File: src/hw/rtl/uer_pkg.sv
package uer_pkg;

    // Field widths
    localparam int TICK_W   = 17;
    localparam int TRIG_W   = 10;
    localparam int GAP_W    = 17;
    localparam int SAMP_W   = 4;
    localparam int TPC_W    = 8;
    localparam int ECHO_W   = 16;
    localparam int SUM_W    = 19;
    localparam int DIST_W   = 24;
    localparam int CFG_IDX_W  = 4;
    localparam int CFG_DATA_W = 17;

    // Divider: dividend is the sum with eight fraction bits appended
    localparam int FRAC_W    = 8;
    localparam int DIVD_W    = SUM_W + FRAC_W;
    localparam int DIVR_W    = TPC_W + SAMP_W;
    localparam int DIV_STEPS = DIVD_W;
    localparam int DCNT_W    = $clog2(DIV_STEPS + 1);

    // Register indexes
    localparam logic [CFG_IDX_W-1:0] CFG_TRIGGER_TICKS = 4'd0;
    localparam logic [CFG_IDX_W-1:0] CFG_GAP_TICKS     = 4'd1;
    localparam logic [CFG_IDX_W-1:0] CFG_SAMPLE_COUNT  = 4'd2;
    localparam logic [CFG_IDX_W-1:0] CFG_TICKS_PER_CM  = 4'd3;

    // Register reset values
    localparam logic [TRIG_W-1:0] TRIGGER_TICKS_RST = 10'd20;
    localparam logic [GAP_W-1:0]  GAP_TICKS_RST     = 17'd100000;
    localparam logic [SAMP_W-1:0] SAMPLE_COUNT_RST  = 4'd5;
    localparam logic [TPC_W-1:0]  TICKS_PER_CM_RST  = 8'd58;
    localparam logic [SAMP_W-1:0] MAX_SAMPLES       = 4'd8;

    typedef struct packed {
        logic start_req;
        logic echo;
    } in_t;

    typedef struct packed {
        logic              trigger;
        logic              busy_res;
        logic              done_res;
        logic [DIST_W-1:0] distance_q8;
    } out_t;

    // Controller to datapath
    typedef struct packed {
        logic in_load;
        logic step;
        logic div_step;
        logic out_load_step;
        logic out_load_div;
    } cmd_t;

    // Datapath to controller
    typedef struct packed {
        logic done_tick;
    } sts_t;

endpackage

File: src/hw/rtl/uer_ctrl.sv
module uer_ctrl (
    input  logic          clk,
    input  logic          rst_n,
    input  logic          in_valid,
    output logic          in_stall,
    output logic          out_valid,
    input  logic          out_stall,
    input  uer_pkg::sts_t sts,
    output uer_pkg::cmd_t cmd
);
    import uer_pkg::*;

    typedef enum logic {
        C_RUN,
        C_DIV
    } ctrl_state_t;

    ctrl_state_t       state_reg, state_next;
    logic              buf_valid_reg, buf_valid_next;
    logic              out_valid_reg, out_valid_next;
    logic [DCNT_W-1:0] cnt_reg, cnt_next;
    logic              out_free;

    assign in_stall  = buf_valid_reg;
    assign out_valid = out_valid_reg;
    assign out_free  = !out_valid_reg || !out_stall;

    // Sequence one tick request at a time, with the divider run on done ticks
    always_comb
    begin
        state_next     = state_reg;
        cnt_next       = cnt_reg;
        cmd            = '0;
        cmd.in_load    = in_valid && !buf_valid_reg;
        buf_valid_next = buf_valid_reg;
        out_valid_next = out_valid_reg && out_stall;
        case (state_reg)
            C_RUN:
            begin
                if (buf_valid_reg && out_free)
                begin
                    cmd.step       = 1'b1;
                    buf_valid_next = 1'b0;
                    if (sts.done_tick)
                    begin
                        state_next = C_DIV;
                        cnt_next   = '0;
                    end
                    else
                    begin
                        cmd.out_load_step = 1'b1;
                        out_valid_next    = 1'b1;
                    end
                end
            end
            C_DIV:
            begin
                if (cnt_reg != DCNT_W'(DIV_STEPS))
                begin
                    cmd.div_step = 1'b1;
                    cnt_next     = cnt_reg + 1'b1;
                end
                else if (out_free)
                begin
                    cmd.out_load_div = 1'b1;
                    out_valid_next   = 1'b1;
                    state_next       = C_RUN;
                end
            end
            default:
            begin
                state_next = C_RUN;
            end
        endcase
        if (cmd.in_load)
        begin
            buf_valid_next = 1'b1;
        end
    end

    // Hold controller state
    always_ff @(posedge clk or negedge rst_n)
    begin
        if (!rst_n)
        begin
            state_reg     <= C_RUN;
            buf_valid_reg <= 1'b0;
            out_valid_reg <= 1'b0;
            cnt_reg       <= '0;
        end
        else
        begin
            state_reg     <= state_next;
            buf_valid_reg <= buf_valid_next;
            out_valid_reg <= out_valid_next;
            cnt_reg       <= cnt_next;
        end
    end

    // Checks
    a_no_step_in_div: assert property (@(posedge clk) disable iff (!rst_n)
        (state_reg == C_DIV) |-> !cmd.step)
        else $error("tick stepped while divider busy");

    a_no_overwrite: assert property (@(posedge clk) disable iff (!rst_n)
        (out_valid_reg && out_stall) |-> !(cmd.out_load_step || cmd.out_load_div))
        else $error("result overwritten while stalled");

    a_cnt_range: assert property (@(posedge clk) disable iff (!rst_n)
        cnt_reg <= DCNT_W'(DIV_STEPS))
        else $error("divider count out of range");

    a_done_enters_div: assert property (@(posedge clk) disable iff (!rst_n)
        (cmd.step && sts.done_tick) |=> (state_reg == C_DIV && cnt_reg == '0))
        else $error("done tick did not start divider");

endmodule

File: src/hw/rtl/uer_dpath.sv
module uer_dpath (
    input  logic                             clk,
    input  logic                             rst_n,
    input  uer_pkg::in_t                     in_data,
    output uer_pkg::out_t                    out_data,
    input  logic                             cfg_we,
    input  logic [uer_pkg::CFG_IDX_W-1:0]    cfg_index,
    input  logic [uer_pkg::CFG_DATA_W-1:0]   cfg_data,
    input  uer_pkg::cmd_t                    cmd,
    output uer_pkg::sts_t                    sts
);
    import uer_pkg::*;

    typedef enum logic [2:0] {
        PH_IDLE,
        PH_TRIG,
        PH_WAIT,
        PH_MEAS,
        PH_GAP
    } phase_t;

    // Configuration
    logic [TRIG_W-1:0] trig_ticks_reg;
    logic [GAP_W-1:0]  gap_ticks_reg;
    logic [SAMP_W-1:0] samp_cnt_reg;
    logic [TPC_W-1:0]  tpc_reg;

    // Tick state
    phase_t            phase_reg, phase_next;
    logic [TICK_W-1:0] tc_reg, tc_next;
    logic [ECHO_W-1:0] et_reg, et_next;
    logic [SAMP_W-1:0] taken_reg, taken_next;
    logic [SUM_W-1:0]  sum_reg, sum_next;
    in_t               buf_reg;
    logic              trig_now;

    // Divider
    logic [DIVD_W-1:0] quo_reg, quo_next;
    logic [DIVR_W-1:0] rem_reg, rem_next;
    logic [DIVR_W-1:0] dvr_reg, dvr_next;
    logic [DIVR_W:0]   rem_sh;
    out_t              out_reg, out_next;

    logic [SAMP_W-1:0] n_eff;
    logic [TPC_W-1:0]  tpc_eff;

    assign n_eff   = (samp_cnt_reg == '0) ? SAMP_W'(1)
                   : (samp_cnt_reg > MAX_SAMPLES) ? MAX_SAMPLES : samp_cnt_reg;
    assign tpc_eff = (tpc_reg == '0) ? TPC_W'(1) : tpc_reg;

    // Advance the tick state for the buffered request
    always_comb
    begin
        logic              done;
        logic              post_gap;
        logic [SUM_W:0]    sum_wide;
        phase_next = phase_reg;
        tc_next    = tc_reg;
        et_next    = et_reg;
        taken_next = taken_reg;
        sum_next   = sum_reg;
        trig_now   = 1'b0;
        done       = 1'b0;
        post_gap   = 1'b0;
        sum_wide   = '0;
        if (phase_reg == PH_IDLE && buf_reg.start_req)
        begin
            phase_next = PH_TRIG;
            tc_next    = '0;
            et_next    = '0;
            taken_next = '0;
            sum_next   = '0;
        end
        case (phase_next)
            PH_IDLE:
            begin
            end
            PH_TRIG:
            begin
                trig_now = 1'b1;
                tc_next  = tc_next + 1'b1;
                if (tc_next >= TICK_W'(trig_ticks_reg))
                begin
                    phase_next = PH_WAIT;
                    tc_next    = '0;
                end
            end
            PH_WAIT:
            begin
                if (buf_reg.echo)
                begin
                    et_next    = ECHO_W'(1);
                    phase_next = PH_MEAS;
                end
            end
            PH_MEAS:
            begin
                if (buf_reg.echo)
                begin
                    if (et_next != '1)
                    begin
                        et_next = et_next + 1'b1;
                    end
                end
                else
                begin
                    sum_wide   = {1'b0, sum_next} + (SUM_W + 1)'(et_next);
                    sum_next   = sum_wide[SUM_W] ? '1 : sum_wide[SUM_W-1:0];
                    et_next    = '0;
                    taken_next = taken_next + 1'b1;
                    phase_next = PH_GAP;
                    tc_next    = '0;
                    post_gap   = (gap_ticks_reg == '0);
                end
            end
            PH_GAP:
            begin
                tc_next  = tc_next + 1'b1;
                post_gap = (tc_next >= gap_ticks_reg);
            end
            default:
            begin
                phase_next = PH_IDLE;
            end
        endcase
        // End of gap: next trigger or result
        if (post_gap)
        begin
            tc_next = '0;
            if (taken_next >= n_eff)
            begin
                done       = 1'b1;
                phase_next = PH_IDLE;
            end
            else
            begin
                phase_next = PH_TRIG;
            end
        end
        sts.done_tick = done;
    end

    // Restoring division, one quotient bit per step
    assign rem_sh = {rem_reg, quo_reg[DIVD_W-1]};

    always_comb
    begin
        quo_next = quo_reg;
        rem_next = rem_reg;
        dvr_next = dvr_reg;
        if (cmd.step)
        begin
            quo_next = {sum_next, FRAC_W'(0)};
            rem_next = '0;
            dvr_next = DIVR_W'(tpc_eff) * DIVR_W'(n_eff);
        end
        else if (cmd.div_step)
        begin
            if (rem_sh >= {1'b0, dvr_reg})
            begin
                rem_next = DIVR_W'(rem_sh - {1'b0, dvr_reg});
                quo_next = {quo_reg[DIVD_W-2:0], 1'b1};
            end
            else
            begin
                rem_next = rem_sh[DIVR_W-1:0];
                quo_next = {quo_reg[DIVD_W-2:0], 1'b0};
            end
        end
    end

    // Select the result to load
    always_comb
    begin
        out_next = out_reg;
        if (cmd.out_load_step)
        begin
            out_next.trigger     = trig_now;
            out_next.busy_res    = (phase_next != PH_IDLE);
            out_next.done_res    = 1'b0;
            out_next.distance_q8 = '0;
        end
        else if (cmd.out_load_div)
        begin
            out_next.trigger     = 1'b0;
            out_next.busy_res    = 1'b0;
            out_next.done_res    = 1'b1;
            out_next.distance_q8 = quo_reg[DIST_W-1:0];
        end
    end

    assign out_data = out_reg;

    // Hold configuration and tick state
    always_ff @(posedge clk or negedge rst_n)
    begin
        if (!rst_n)
        begin
            trig_ticks_reg <= TRIGGER_TICKS_RST;
            gap_ticks_reg  <= GAP_TICKS_RST;
            samp_cnt_reg   <= SAMPLE_COUNT_RST;
            tpc_reg        <= TICKS_PER_CM_RST;
            phase_reg      <= PH_IDLE;
            tc_reg         <= '0;
            et_reg         <= '0;
            taken_reg      <= '0;
            sum_reg        <= '0;
        end
        else
        begin
            if (cfg_we)
            begin
                case (cfg_index)
                    CFG_TRIGGER_TICKS: trig_ticks_reg <= cfg_data[TRIG_W-1:0];
                    CFG_GAP_TICKS:     gap_ticks_reg  <= cfg_data[GAP_W-1:0];
                    CFG_SAMPLE_COUNT:  samp_cnt_reg   <= cfg_data[SAMP_W-1:0];
                    CFG_TICKS_PER_CM:  tpc_reg        <= cfg_data[TPC_W-1:0];
                    default:
                    begin
                    end
                endcase
            end
            if (cmd.step)
            begin
                phase_reg <= phase_next;
                tc_reg    <= tc_next;
                et_reg    <= et_next;
                taken_reg <= taken_next;
                sum_reg   <= sum_next;
            end
        end
    end

    // Payload registers
    always_ff @(posedge clk)
    begin
        if (cmd.in_load)
        begin
            buf_reg <= in_data;
        end
        quo_reg <= quo_next;
        rem_reg <= rem_next;
        dvr_reg <= dvr_next;
        out_reg <= out_next;
    end

endmodule

File: src/hw/rtl/ultrasonic_echo_ranger.sv
// Ultrasonic echo ranger.
// Each input request is one microsecond tick carrying start_req and the sampled
// echo level; each tick yields exactly one result with the trigger pin level,
// busy_res, done_res and, on the done tick, distance_q8 (cm, 8 fraction bits).
// Input and output channels use valid/stall; a request is taken when valid is
// high and stall is low. A one-entry input buffer and an output register part
// the two sides, so a new request is taken while a result waits downstream.
// A plain tick is stepped from the buffer into the output register; the buffer
// takes no new tick until it has been stepped. The tick that finishes a
// measurement runs a restoring divider, one quotient bit a cycle, and its
// result is loaded into the output register when the divider is through.
// While the output is stalled, the buffered tick waits and the result holds.
// Configuration goes through cfg_valid/cfg_ready (always ready), cfg_index
// 0..3 = trigger_ticks, gap_ticks, sample_count, ticks_per_cm; other indexes
// are dropped. Write only while idle.
// Reset clears both channels and the sequence, and reloads register defaults.
module ultrasonic_echo_ranger (
    input  logic                            clk,
    input  logic                            rst_n,
    input  logic                            in_valid,
    output logic                            in_stall,
    input  uer_pkg::in_t                    in_data,
    output logic                            out_valid,
    input  logic                            out_stall,
    output uer_pkg::out_t                   out_data,
    input  logic                            cfg_valid,
    output logic                            cfg_ready,
    input  logic [uer_pkg::CFG_IDX_W-1:0]   cfg_index,
    input  logic [uer_pkg::CFG_DATA_W-1:0]  cfg_data
);
    import uer_pkg::*;

    cmd_t cmd;
    sts_t sts;

    assign cfg_ready = 1'b1;

    uer_ctrl u_ctrl (
        .clk       (clk),
        .rst_n     (rst_n),
        .in_valid  (in_valid),
        .in_stall  (in_stall),
        .out_valid (out_valid),
        .out_stall (out_stall),
        .sts       (sts),
        .cmd       (cmd)
    );

    uer_dpath u_dpath (
        .clk       (clk),
        .rst_n     (rst_n),
        .in_data   (in_data),
        .out_data  (out_data),
        .cfg_we    (cfg_valid && cfg_ready),
        .cfg_index (cfg_index),
        .cfg_data  (cfg_data),
        .cmd       (cmd),
        .sts       (sts)
    );

endmodule
File: config.mk
export PLATFORM = sky130hd
export DESIGN_NAME = ultrasonic_echo_ranger
export DESIGN_NICKNAME = d
export VERILOG_FILES = /design/src/hw/rtl/uer_pkg.sv /design/src/hw/rtl/uer_ctrl.sv /design/src/hw/rtl/uer_dpath.sv /design/src/hw/rtl/ultrasonic_echo_ranger.sv
export SDC_FILE = /design/constraint.sdc
export NUM_CORES = 1
export LEC_CHECK = 0
export ABC_AREA = 1
export BUFFER_PORTS_ARGS = -buffer_cell sky130_fd_sc_hd__clkbuf_2
export CORE_ASPECT_RATIO = 1.1
export CORE_MARGIN = 10
export CORE_UTILIZATION = 31
export CTS_CLUSTER_SIZE = 28
export DETAILED_ROUTE_END_ITERATION = 8
export GPL_TIMING_DRIVEN = 0
export SYNTH_ARGS = -nofsm -noshare
export SYNTH_HDL_FRONTEND = slang
export SYNTH_HIERARCHICAL = 1
export SYNTH_SLANG_ARGS = --single-unit
File: constraint.sdc
create_clock -name clk -period 6.8 [get_ports clk]
set_clock_uncertainty 0.2 [all_clocks]
set_input_delay 1.02 -clock clk [delete_from_list [all_inputs] [get_ports clk]]
set_output_delay 1.02 -clock clk [all_outputs]
set_load 0.005 [all_outputs]
Word-level counts from Yosys, hierarchy flattened
Cells that the tools add are included.
Operators by class
  add/sub/neg operators: 6
  multiply operators: 1
  div/mod/pow operators: 0
  magnitude comparators: 5
  equality and inequality tests: 13
  shift operators: 0
  multiplexer cells: 65
  bitwise operators: 1
  reduce and logical (&&, ||, !) cells: 25
Operators with widths (number)
  2-to-1 mux 27 bit: 4
  2-to-1 mux 19 bit: 4
  2-to-1 mux 17 bit: 4
  2-to-1 mux 16 bit: 4
  case mux 17 bit (3 select lines): 1
  case mux 16 bit (2 select lines): 1
  2-to-1 mux 1 bit: 27
  adder 19 x 16 -> 20 bit: 1
  2-to-1 mux 4 bit: 5
  adder 17 x 1 -> 17 bit, second input constant: 1
  >= comparator 17 x 10 -> 1 bit: 1
  >= comparator 17 bit: 1
  logical NOT 17 bit: 1
  adder 16 x 1 -> 16 bit, second input constant: 1
  inequality test 16 bit, second input constant: 1
  2-to-1 mux 3 bit: 5
  2-to-1 mux 5 bit: 3
  >= comparator 13 x 12 -> 1 bit: 1
  multiplier 8 x 4 -> 12 bit: 1
  2-to-1 mux 12 bit: 1
  case mux 3 bit (4 select lines): 1
  subtractor 12 bit: 1
  case mux 5 bit (2 select lines): 1
  AND reduction 2 bit: 5
  other kinds (25): 40
Word-level totals
  register bits after elaboration: 186
  latch bits: 0
  RAM bits: 0
  bits in read-only memories: 0
  bits of input ports: 28
  output and inout port bits: 30
  word-level logic and storage cells: 139
  memories: 0

Longest topological paths before layout
Gate-level depths: netlist (run 1).
  depth in word-level cells: 13
  gate-level depth with buffers: 30
  mapped depth without buffers: 27

Cells and area by module
The synthesis (run 1) kept the hierarchy.
By module, submodules not included
  uer_dpath: instances 1, cells each 1561, area each 11579.9 sq um, sequential area each 4421.7 sq um
  uer_ctrl: instances 1, cells each 63, area each 483.0 sq um, sequential area each 200.2 sq um
  ultrasonic_echo_ranger: instances 1, cells each 2, area each 11.3 sq um, sequential area each 0.0 sq um

Worst setup path after synthesis (run 1)
No wires, ideal clock.
  path kind: register -> register
  start point: register u_dpath.phase_reg[0]
  end point: register u_dpath.out_reg, in the netlist u_dpath/out_data[25], enable pin
  library setup time: 266 ps
  data arrival time: 3837 ps
  required time: 6334 ps
  path slack: 2497 ps
  cell stages (with the launch flop): 27
  buffers on the path: 3
  clock period less this slack: 4303 ps
  path through: dfrtp_1 -> nor2_1 -> nand2_4 -> inv_2 -> buf_2 -> buf_1 -> nor2_1 -> ha_1 -> nand3_1 -> nor2_1 -> nand3_1 -> nor2_1 -> nand2_1 -> nand2_1 -> ha_1 -> nand2_1 -> nor4_1 -> nand4_1 -> nand4_1 -> nand2_1 -> nand2_1 -> inv_2 -> nor2_1 -> nor2_1 -> inv_1 -> clkbuf_1 -> nand2_1
RTL lines
  start, declared: RTL line uer_dpath.sv:29  | phase_t phase_reg, phase_next;
  start signal, assigned: RTL line uer_dpath.sv:225  | phase_reg <= phase_next;
  end signal, assigned: RTL line uer_dpath.sv:244  | out_reg <= out_next;
  end, declared: RTL line uer_dpath.sv:42  | out_t out_reg, out_next;

==> impl_results.md, run 1 <==
- Outcome: finished, final reports clean
- Mapped cell area: roughly 12,000 um^2
- Most frequent cells in the layout: nand2_1, inv_1, nor2_1
- Top cell type's share of synthesized area: a little under a fifth
- Placed Cells: around 2,200
- Compound-Gate Fraction of Synth Area: between 10% and 20%
- Comb pwr share: approximately 44%
- GRT busiest layer: met2
- Clock sink count: around 190
- Critical Path Sink Type: register
- Fin crit share: about 88%
- Worst slew pin tran: 0.8902 ns
- Relative slew slack: between 40% and 50%
- Adder-Cell Fraction of Synth Area: a little over a tenth
- Setup violation total in the final timing report: 0
- Max-cap violations: 0
- Max Freq: approximately 170 MHz
- Slew Limit Fails: 0
- Sequential Power Share: 34.0%
- First-pass GRT wire length: about 54,000 um
- CP Class: reg2reg
- Overflow after GRT: 0
- Clock power share: 21.8%
- Post-synth ARST share: a little under three fifths
- Crit path max-delay cell type: nor2_1
- CTS Root Cell: clkbuf_16
- Net Sw Frac: between 40% and 50%
- Fin crit period: slightly below 6 ns
- CORE AREA: 38,290 um^2
- Leakage power: approximately 6.7 nW
- Grt met3 use: 2.673%
- Post-Synth Simple-Gate Area: between 20% and 30%
- Synth-to-Final Area Change: 12.75%
- Switch Pwr: 2.081 mW
- Top post-synthesis cells by area: dfrtp_1, nand2_1, edfxtp_1, ha_1, dfxtp_1
- Iteration-0 DRC Markers: 730
- Vias in the first global route: around 11,000
- Post-Route WL: about 32,000 um
- TNS Setup: 0 ns
- Mapped Cells: ~1,600
- CTS Hold Bufs: 0
- Distinct cell type count after synthesis: 56
- XOR/XNOR Fraction of Synth Area: 3.762%
- CTS Buf Count: 17
- Row Count: 75
- Mux share of post-synthesis cell area: 0%
- Post-route DRC: 0
- ANT cells: 0
- Tot GR Track Use: roughly 14%
- Initial core utilization: 31.54%
- Syn Nets: 1,747
- Most used cell, CP: nand2_1
- Worst-path clk slew: 0.08 ns
- Postcts setup bufs: 0
- Power per cell area: 344.7 nW/um^2
- Via count: ~11,000
- Worst-path fanout max: 19
- Final ANT Viol Nets: 0
- Wire per inst: roughly 15 um
- Die Span X: 208.2 um
- Layout cells sized above 1: under 10%
- Longest Clk Path Bufs: 2
- Primary FF master, synth: dfrtp_1
- Nets: 1,822
- Worst endpoint data arrival time: about 6 ns
- Crit path launch type: register
- Post-cts resize count: 0
- Synth warn: 6
- Commonest non-fill, non-tap cell in the layout: nand2_1
- Gpl congestion: a little over 0.9
- Critical path's top delay family: simple AND/OR/NAND/NOR gates
- Mapped Avg Cell Area: 7.426 um^2
- Largest net degree at the start of global routing: 107
- Routing usage on met2: 23.20%
- Pint: between 2 and 3 mW
- Initial antenna violation count: 0
- Max H-tree Level: 4
- Skew-Pair Late Insertion Delay: approximately 0.45 ns
- Worst Path Buf+Inv: 6
- Port bufs: 56
- CP max stage delay: 0.52 ns
- Sequential element share of the synthesized area: a little under two fifths
- Die ar.: 47,250 um^2
- Cell taking the most area after synthesis: dfrtp_1
- Main combinational cell family by area after synthesis: simple AND/OR/NAND/NOR gates
- CP required: 6.78 ns
- Hold WC Path Type: reg2reg
- Fin cells: between 2,000 and 2,500
- I/O pin cnt: between 50 and 60
- Yosys reg bits: 186
- Drt first pass iters: 5
- EDFF count, synth: 35
- Final-report hold violation count: 0
- CTS tree: yes
- Unrepaired setup endpoints after global routing: no
- Grt met1 use: between 10% and 20%
- Vias per cell: a little under 5
- Die height: ~230 um
- DPL Wire Length: between 20,000 and 25,000 um
- Max rail drop VDD: between 0.2 and 0.25 mV
-- cell usage after synthesis, types with 4 or more instances --
cell type and count:
inv_1 224, nor2_1 202, xor2_1 38, nand2_1 365, nand4_1 18, nor2_2 13, ha_1 79, buf_2 7
a22oi_1 7, clkbuf_1 32, o21ai_1 10, o211ai_1 9, edfxtp_1 35, nor3_1 15, dfstp_2 14, o21ai_0 166
xnor2_1 12, a21oi_1 83, o21bai_1 4, dfxtp_1 45, nand3_1 61, o22ai_1 18, inv_2 8, fa_1 14
buf_4 4, dfrtp_1 92
-- cell families after synthesis --
group                    Yosys count
AND/OR/NAND/NOR                  698
adder cells (fa/ha/maj)           93
XOR/XNOR                          51
other                              1
AO/OA/AOI/OAI                    315
flip-flops                       186
buffers and inverters            282
-- metrics by stage --
stage	util, %	power [mW]	area (um^2)	setup WS, ns	hold WS [ns]
floorplan	-	3.064	12070	2.497	0.2487
global placement	33.90	3.621	12980	0.5839	0.2506
detailed placement	34.00	3.666	13020	0.4228	0.2617
CTS	35.57	4.710	13620	0.4078	0.2807
global route	35.56	5.084	13610	0.3661	0.3057
finish	35.56	4.692	13610	0.8309	0.2753
-- per-layer routing --
layer  share of wire, %  vias up
met4                1.7        0
met2                 46      270
met1                 47     5047
li1                   -     5425
met5                  0        -
met3                5.3       39
-- cell type report --
| type | instances | area (um^2) |
|---|---|---|
| buffer | 45 | 201.4 |
| clock buffer | 19 | 454.2 |
| inverter | 236 | 888.4 |
| tap | 500 | 625.6 |
| timing repair buffer | 57 | 316.6 |
| clock inverter | 13 | 145.1 |
| multi-input combinational | 1158 | 6360 |
| fill | 4112 | 24670 |
| sequential | 186 | 4622 |
-- path summary, 6_finish.rpt --
path | cells past startpoint | slack (ns) | startpoint | endpoint
min in group asynchronous | 2 | 0.43 | rst_n | u_dpath/tc_reg[12]$_DFFE_PN0P_
setup / recovery | 25 | 0.83 | u_dpath/buf_reg[1]$_DFFE_PP_ | u_dpath/out_data[25]$_DFFE_PP_
max in group asynchronous | 2 | 5.50 | rst_n | u_dpath/sum_reg[1]$_DFFE_PN0P_
hold reg to reg | 2 | 0.28 | u_dpath/out_data[24]$_SDFFE_PP0P_ | u_dpath/out_data[24]$_SDFFE_PP0P_
hold / removal | 2 | 0.28 | u_dpath/out_data[24]$_SDFFE_PP0P_ | u_dpath/out_data[24]$_SDFFE_PP0P_
setup reg to reg | 25 | 0.83 | u_dpath/buf_reg[1]$_DFFE_PP_ | u_dpath/out_data[25]$_DFFE_PP_
-- power by group through the flow --
| stage | Combinational (mW) | Clock (mW) | Sequential, mW |
|---|---|---|---|
| floorplan | 1.49 | 0 | 1.57 |
| global placement | 2.01 | 0 | 1.61 |
| detailed placement | 2.05 | 0 | 1.62 |
| CTS | 2.06 | 1.05 | 1.60 |
| global route | 2.36 | 1.10 | 1.63 |
| finish | 2.07 | 1.02 | 1.60 |
-- worst reg2reg max path, delay by kind of cell, from the launching register on --
family / cells / cell delay [ns]
DFF: 1 / 0.44
AOI/OAI and AO/OA: 1 / 0.17
and+or+nand+nor: 16 / 2.88
adders and majority gates: 2 / 0.62
buffers and inverters: 6 / 1.39
(Power assumes the default switching activity.)
==> inputs of run 2 (changes only) <==
--- a/config.mk
+++ b/config.mk
@@ -8,11 +8,12 @@
 export ABC_AREA = 1
 export BUFFER_PORTS_ARGS = -buffer_cell sky130_fd_sc_hd__clkbuf_2
 export CORE_ASPECT_RATIO = 1.1
-export CORE_MARGIN = 10
+export CORE_MARGIN = 3
 export CORE_UTILIZATION = 31
 export CTS_CLUSTER_SIZE = 28
 export DETAILED_ROUTE_END_ITERATION = 8
 export GPL_TIMING_DRIVEN = 0
+export SKIP_LAST_GASP = 1
 export SYNTH_ARGS = -nofsm -noshare
 export SYNTH_HDL_FRONTEND = slang
 export SYNTH_HIERARCHICAL = 1
==> constraint.sdc (replaced) <==
create_clock -name clk -period 4.8 [get_ports clk]
set_clock_uncertainty 0.2 [all_clocks]
set_input_delay 0.72 -clock clk [delete_from_list [all_inputs] [get_ports clk]]
set_output_delay 0.72 -clock clk [all_outputs]
set_load 0.005 [all_outputs]
==> impl_results.md, run 2 (synthesis gave the netlist of run 1 again) <==
- Drt first pass iters: 5 (unchanged)
- CTS Root Cell: clkbuf_16 (unchanged)
- TNS Setup: 0 ns (unchanged)
- Initial core utilization: 31.54% (unchanged)
- Worst-path clk slew: 0.08 ns (about the same)
- Setup violation total in the final timing report: 0 (unchanged)
- Wire per inst: 14.27 um (was 14.62 um)
- Max rail drop VDD: 0.3269 mV (was 0.2170 mV)
- R2R Path Start: u_dpath/buf_reg[1]$_DFFE_PP_ (unchanged)
- Skew-Pair Late Insertion Delay: 0.44 ns (was 0.45 ns)
- Vias per cell: 4.857 (was 4.869)
- Leakage power: 6.724 nW (was 6.652 nW)
- Worst endpoint data arrival time: 4.51 ns (was 5.95 ns)
- Slew Limit Fails: 0 (unchanged)
- Finished Core Util: 36.12% (was 35.56%)
- Fin crit share: 94.37% (was 87.78%)
- CP required: 4.78 ns (was 6.78 ns)
- Hold Worst Slack: 0.08833 ns (was 0.2753 ns)
- Capturing point of the worst reg2reg path: u_dpath/out_data[26]$_DFFE_PP_ (was u_dpath/out_data[25]$_DFFE_PP_)
- Die height: 213.0 um (was 227.0 um)
- Fin area: 13,830 um^2 (was 13,610 um^2)
- CTS Hold Bufs: 0 (unchanged)
- Unrepaired setup endpoints after global routing: no (unchanged)
- Max-cap violations: 0 (unchanged)
- Power per cell area: 488.2 nW/um^2 (was 344.7 nW/um^2)
- Initial antenna violation count: 0 (unchanged)
- Fin crit period: 4.530 ns (was 5.969 ns)
- Port bufs: 56 (unchanged)
- Max Freq: 220.8 MHz (was 167.5 MHz)
- CORE AREA: 38,290 um^2 (unchanged)
- Iteration-0 DRC Markers: 657 (was 730)
- Final ANT Viol Nets: 0 (unchanged)
- Crit path launch type: register (unchanged)
- Worst-path fanout max: 10 (was 19)
- Row Count: 75 (unchanged)
- Longest Clk Path Bufs: 2 (unchanged)
- Dpl cell area: 13,020 um^2 (unchanged)
- Die Span X: 194.2 um (was 208.2 um)
- Commonest non-fill, non-tap cell in the layout: nand2_1 (unchanged)
- CP max stage delay: 0.40 ns (was 0.52 ns)
- Most frequent cells in the layout: nand2_1, inv_1, nor2_1 (unchanged)
- Setup crit start: u_dpath/buf_reg[1]$_DFFE_PP_ (unchanged)
- CTS Buf Count: 17 (unchanged)
- Final-report hold violation count: 0 (unchanged)
- CP Class: reg2reg (unchanged)
- Hold WC Path Type: in2async (was reg2reg)
- Reg2reg setup slack: 0.27 ns (was 0.83 ns)
- I/O pin cnt: 58 (unchanged)
- DPL Wire Length: 23,660 um (was 24,490 um)
- Largest net degree at the start of global routing: 107 (unchanged)
- Via count: 10,790 (was 10,780)
- Post-route DRC: 0 (unchanged)
- Die ar.: 41,360 um^2 (was 47,250 um^2)
- First-pass GRT wire length: 52,330 um (was 53,910 um)
- Outcome: finished, final reports clean (unchanged)
- CTS tree: yes (unchanged)
- Total power: 6.751 mW (was 4.692 mW)
- Gpl congestion: 0.9056 (was 0.9047)
- Synth-to-Final Area Change: 14.54% (was 12.75%)
- Critical Path Sink Type: register (unchanged)
- ANT cells: 0 (unchanged)
- Most used cell, CP: nand2_1 (unchanged)
- Layout cells sized above 1: 10.74% (was 9.043%)
- Worst R2R Path Depth: 28 (was 25)
- Overflow after GRT: 0 (unchanged)
- Nets: 1,830 (was 1,822)
- Crit path max-delay cell type: edfxtp_1 (was nor2_1)
- Post-Route WL: 31,710 um (was 32,360 um)
- Clock sink count: 186 (unchanged)
- Max H-tree Level: 4 (unchanged)
- Worst slew pin tran: 0.7678 ns (was 0.8902 ns)
- Tot GR Track Use: 15.42% (was 13.78%)
- Relative slew slack: 48.81% (was 40.65%)
- Vias in the first global route: 10,510 (was 10,680)
run 2: routing by layer:
metal / part of all wire, % / wire [um] / GRT usage [%] / vias to the layer above
li1: - / - / - / 5447
met1: 48 / 15290 / 20.89 / 5041
met2: 45 / 14350 / 25.33 / 268
met3: 4.7 / 1493 / 2.288 / 37
met4: 1.8 / 571 / 5.498 / 0
met5: 0 / 0 / 0 / -
run 2: what timing repair did:
item	4_1_cts	5_1_grt
gates resized for setup	18	15
setup buffers	2	5
pin swaps	1	4
setup endpoints to repair	66	65
run 2: area by class of cell:
cell class | instances | area [um^2]
multi-input cells | 1158 | 6470
repair buffers | 64 | 381.6
clock inverters | 14 | 177.7
flip-flops and latches | 186 | 4623
clock buffers | 18 | 439.2
well taps | 500 | 625.6
fillers | 4042 | 24460
plain buffers | 46 | 221.5
inverters | 236 | 890.9
run 2: worst max path at each step:
| stage | end | slack (ns) | cells after the start |
|---|---|---|---|
| finish | u_dpath/out_data[26]$_DFFE_PP_ | 0.27 | 28 |
| global route | u_dpath/out_data[26]$_DFFE_PP_ | 0.03 | 28 |
| CTS | u_dpath/out_data[26]$_DFFE_PP_ | -0.006 | 26 |
| detailed placement | u_dpath/out_data[26]$_DFFE_PP_ | -1.43 | 26 |
| global placement | u_dpath/out_data[26]$_DFFE_PP_ | -1.38 | 28 |
| floorplan | u_dpath/out_data[25]$_DFFE_PP_ | 0.50 | 26 |
run 2: metrics by stage:
| step | instances | setup WS (ns) |
|---|---|---|
| 2_1_floorplan | 1626 | 0.4970 |
| 3_3_place_gp | 2182 | -1.379 |
| 5_1_grt | 2222 | 0.03347 |
| 3_5_place_dp | 2183 | -1.427 |
| 4_1_cts | 2217 | -0.006124 |
| 6_report | 2222 | 0.2702 |
run 2: worst max-delay path, delay by kind of cell (launching register included):
kind	cells	cell delay, ns
and+or+nand+nor	17	1.88
buffers and inverters	8	1.10
adders and majority gates	2	0.52
DFF	1	0.40
AOI/OAI and AO/OA	1	0.16
run 2: power by group:
group / switching [mW] / total [mW] / internal (mW)
clock network: 0.706 / 1.47 / 0.767
registers: 0.216 / 2.27 / 2.05
logic: 2.04 / 3.01 / 0.964
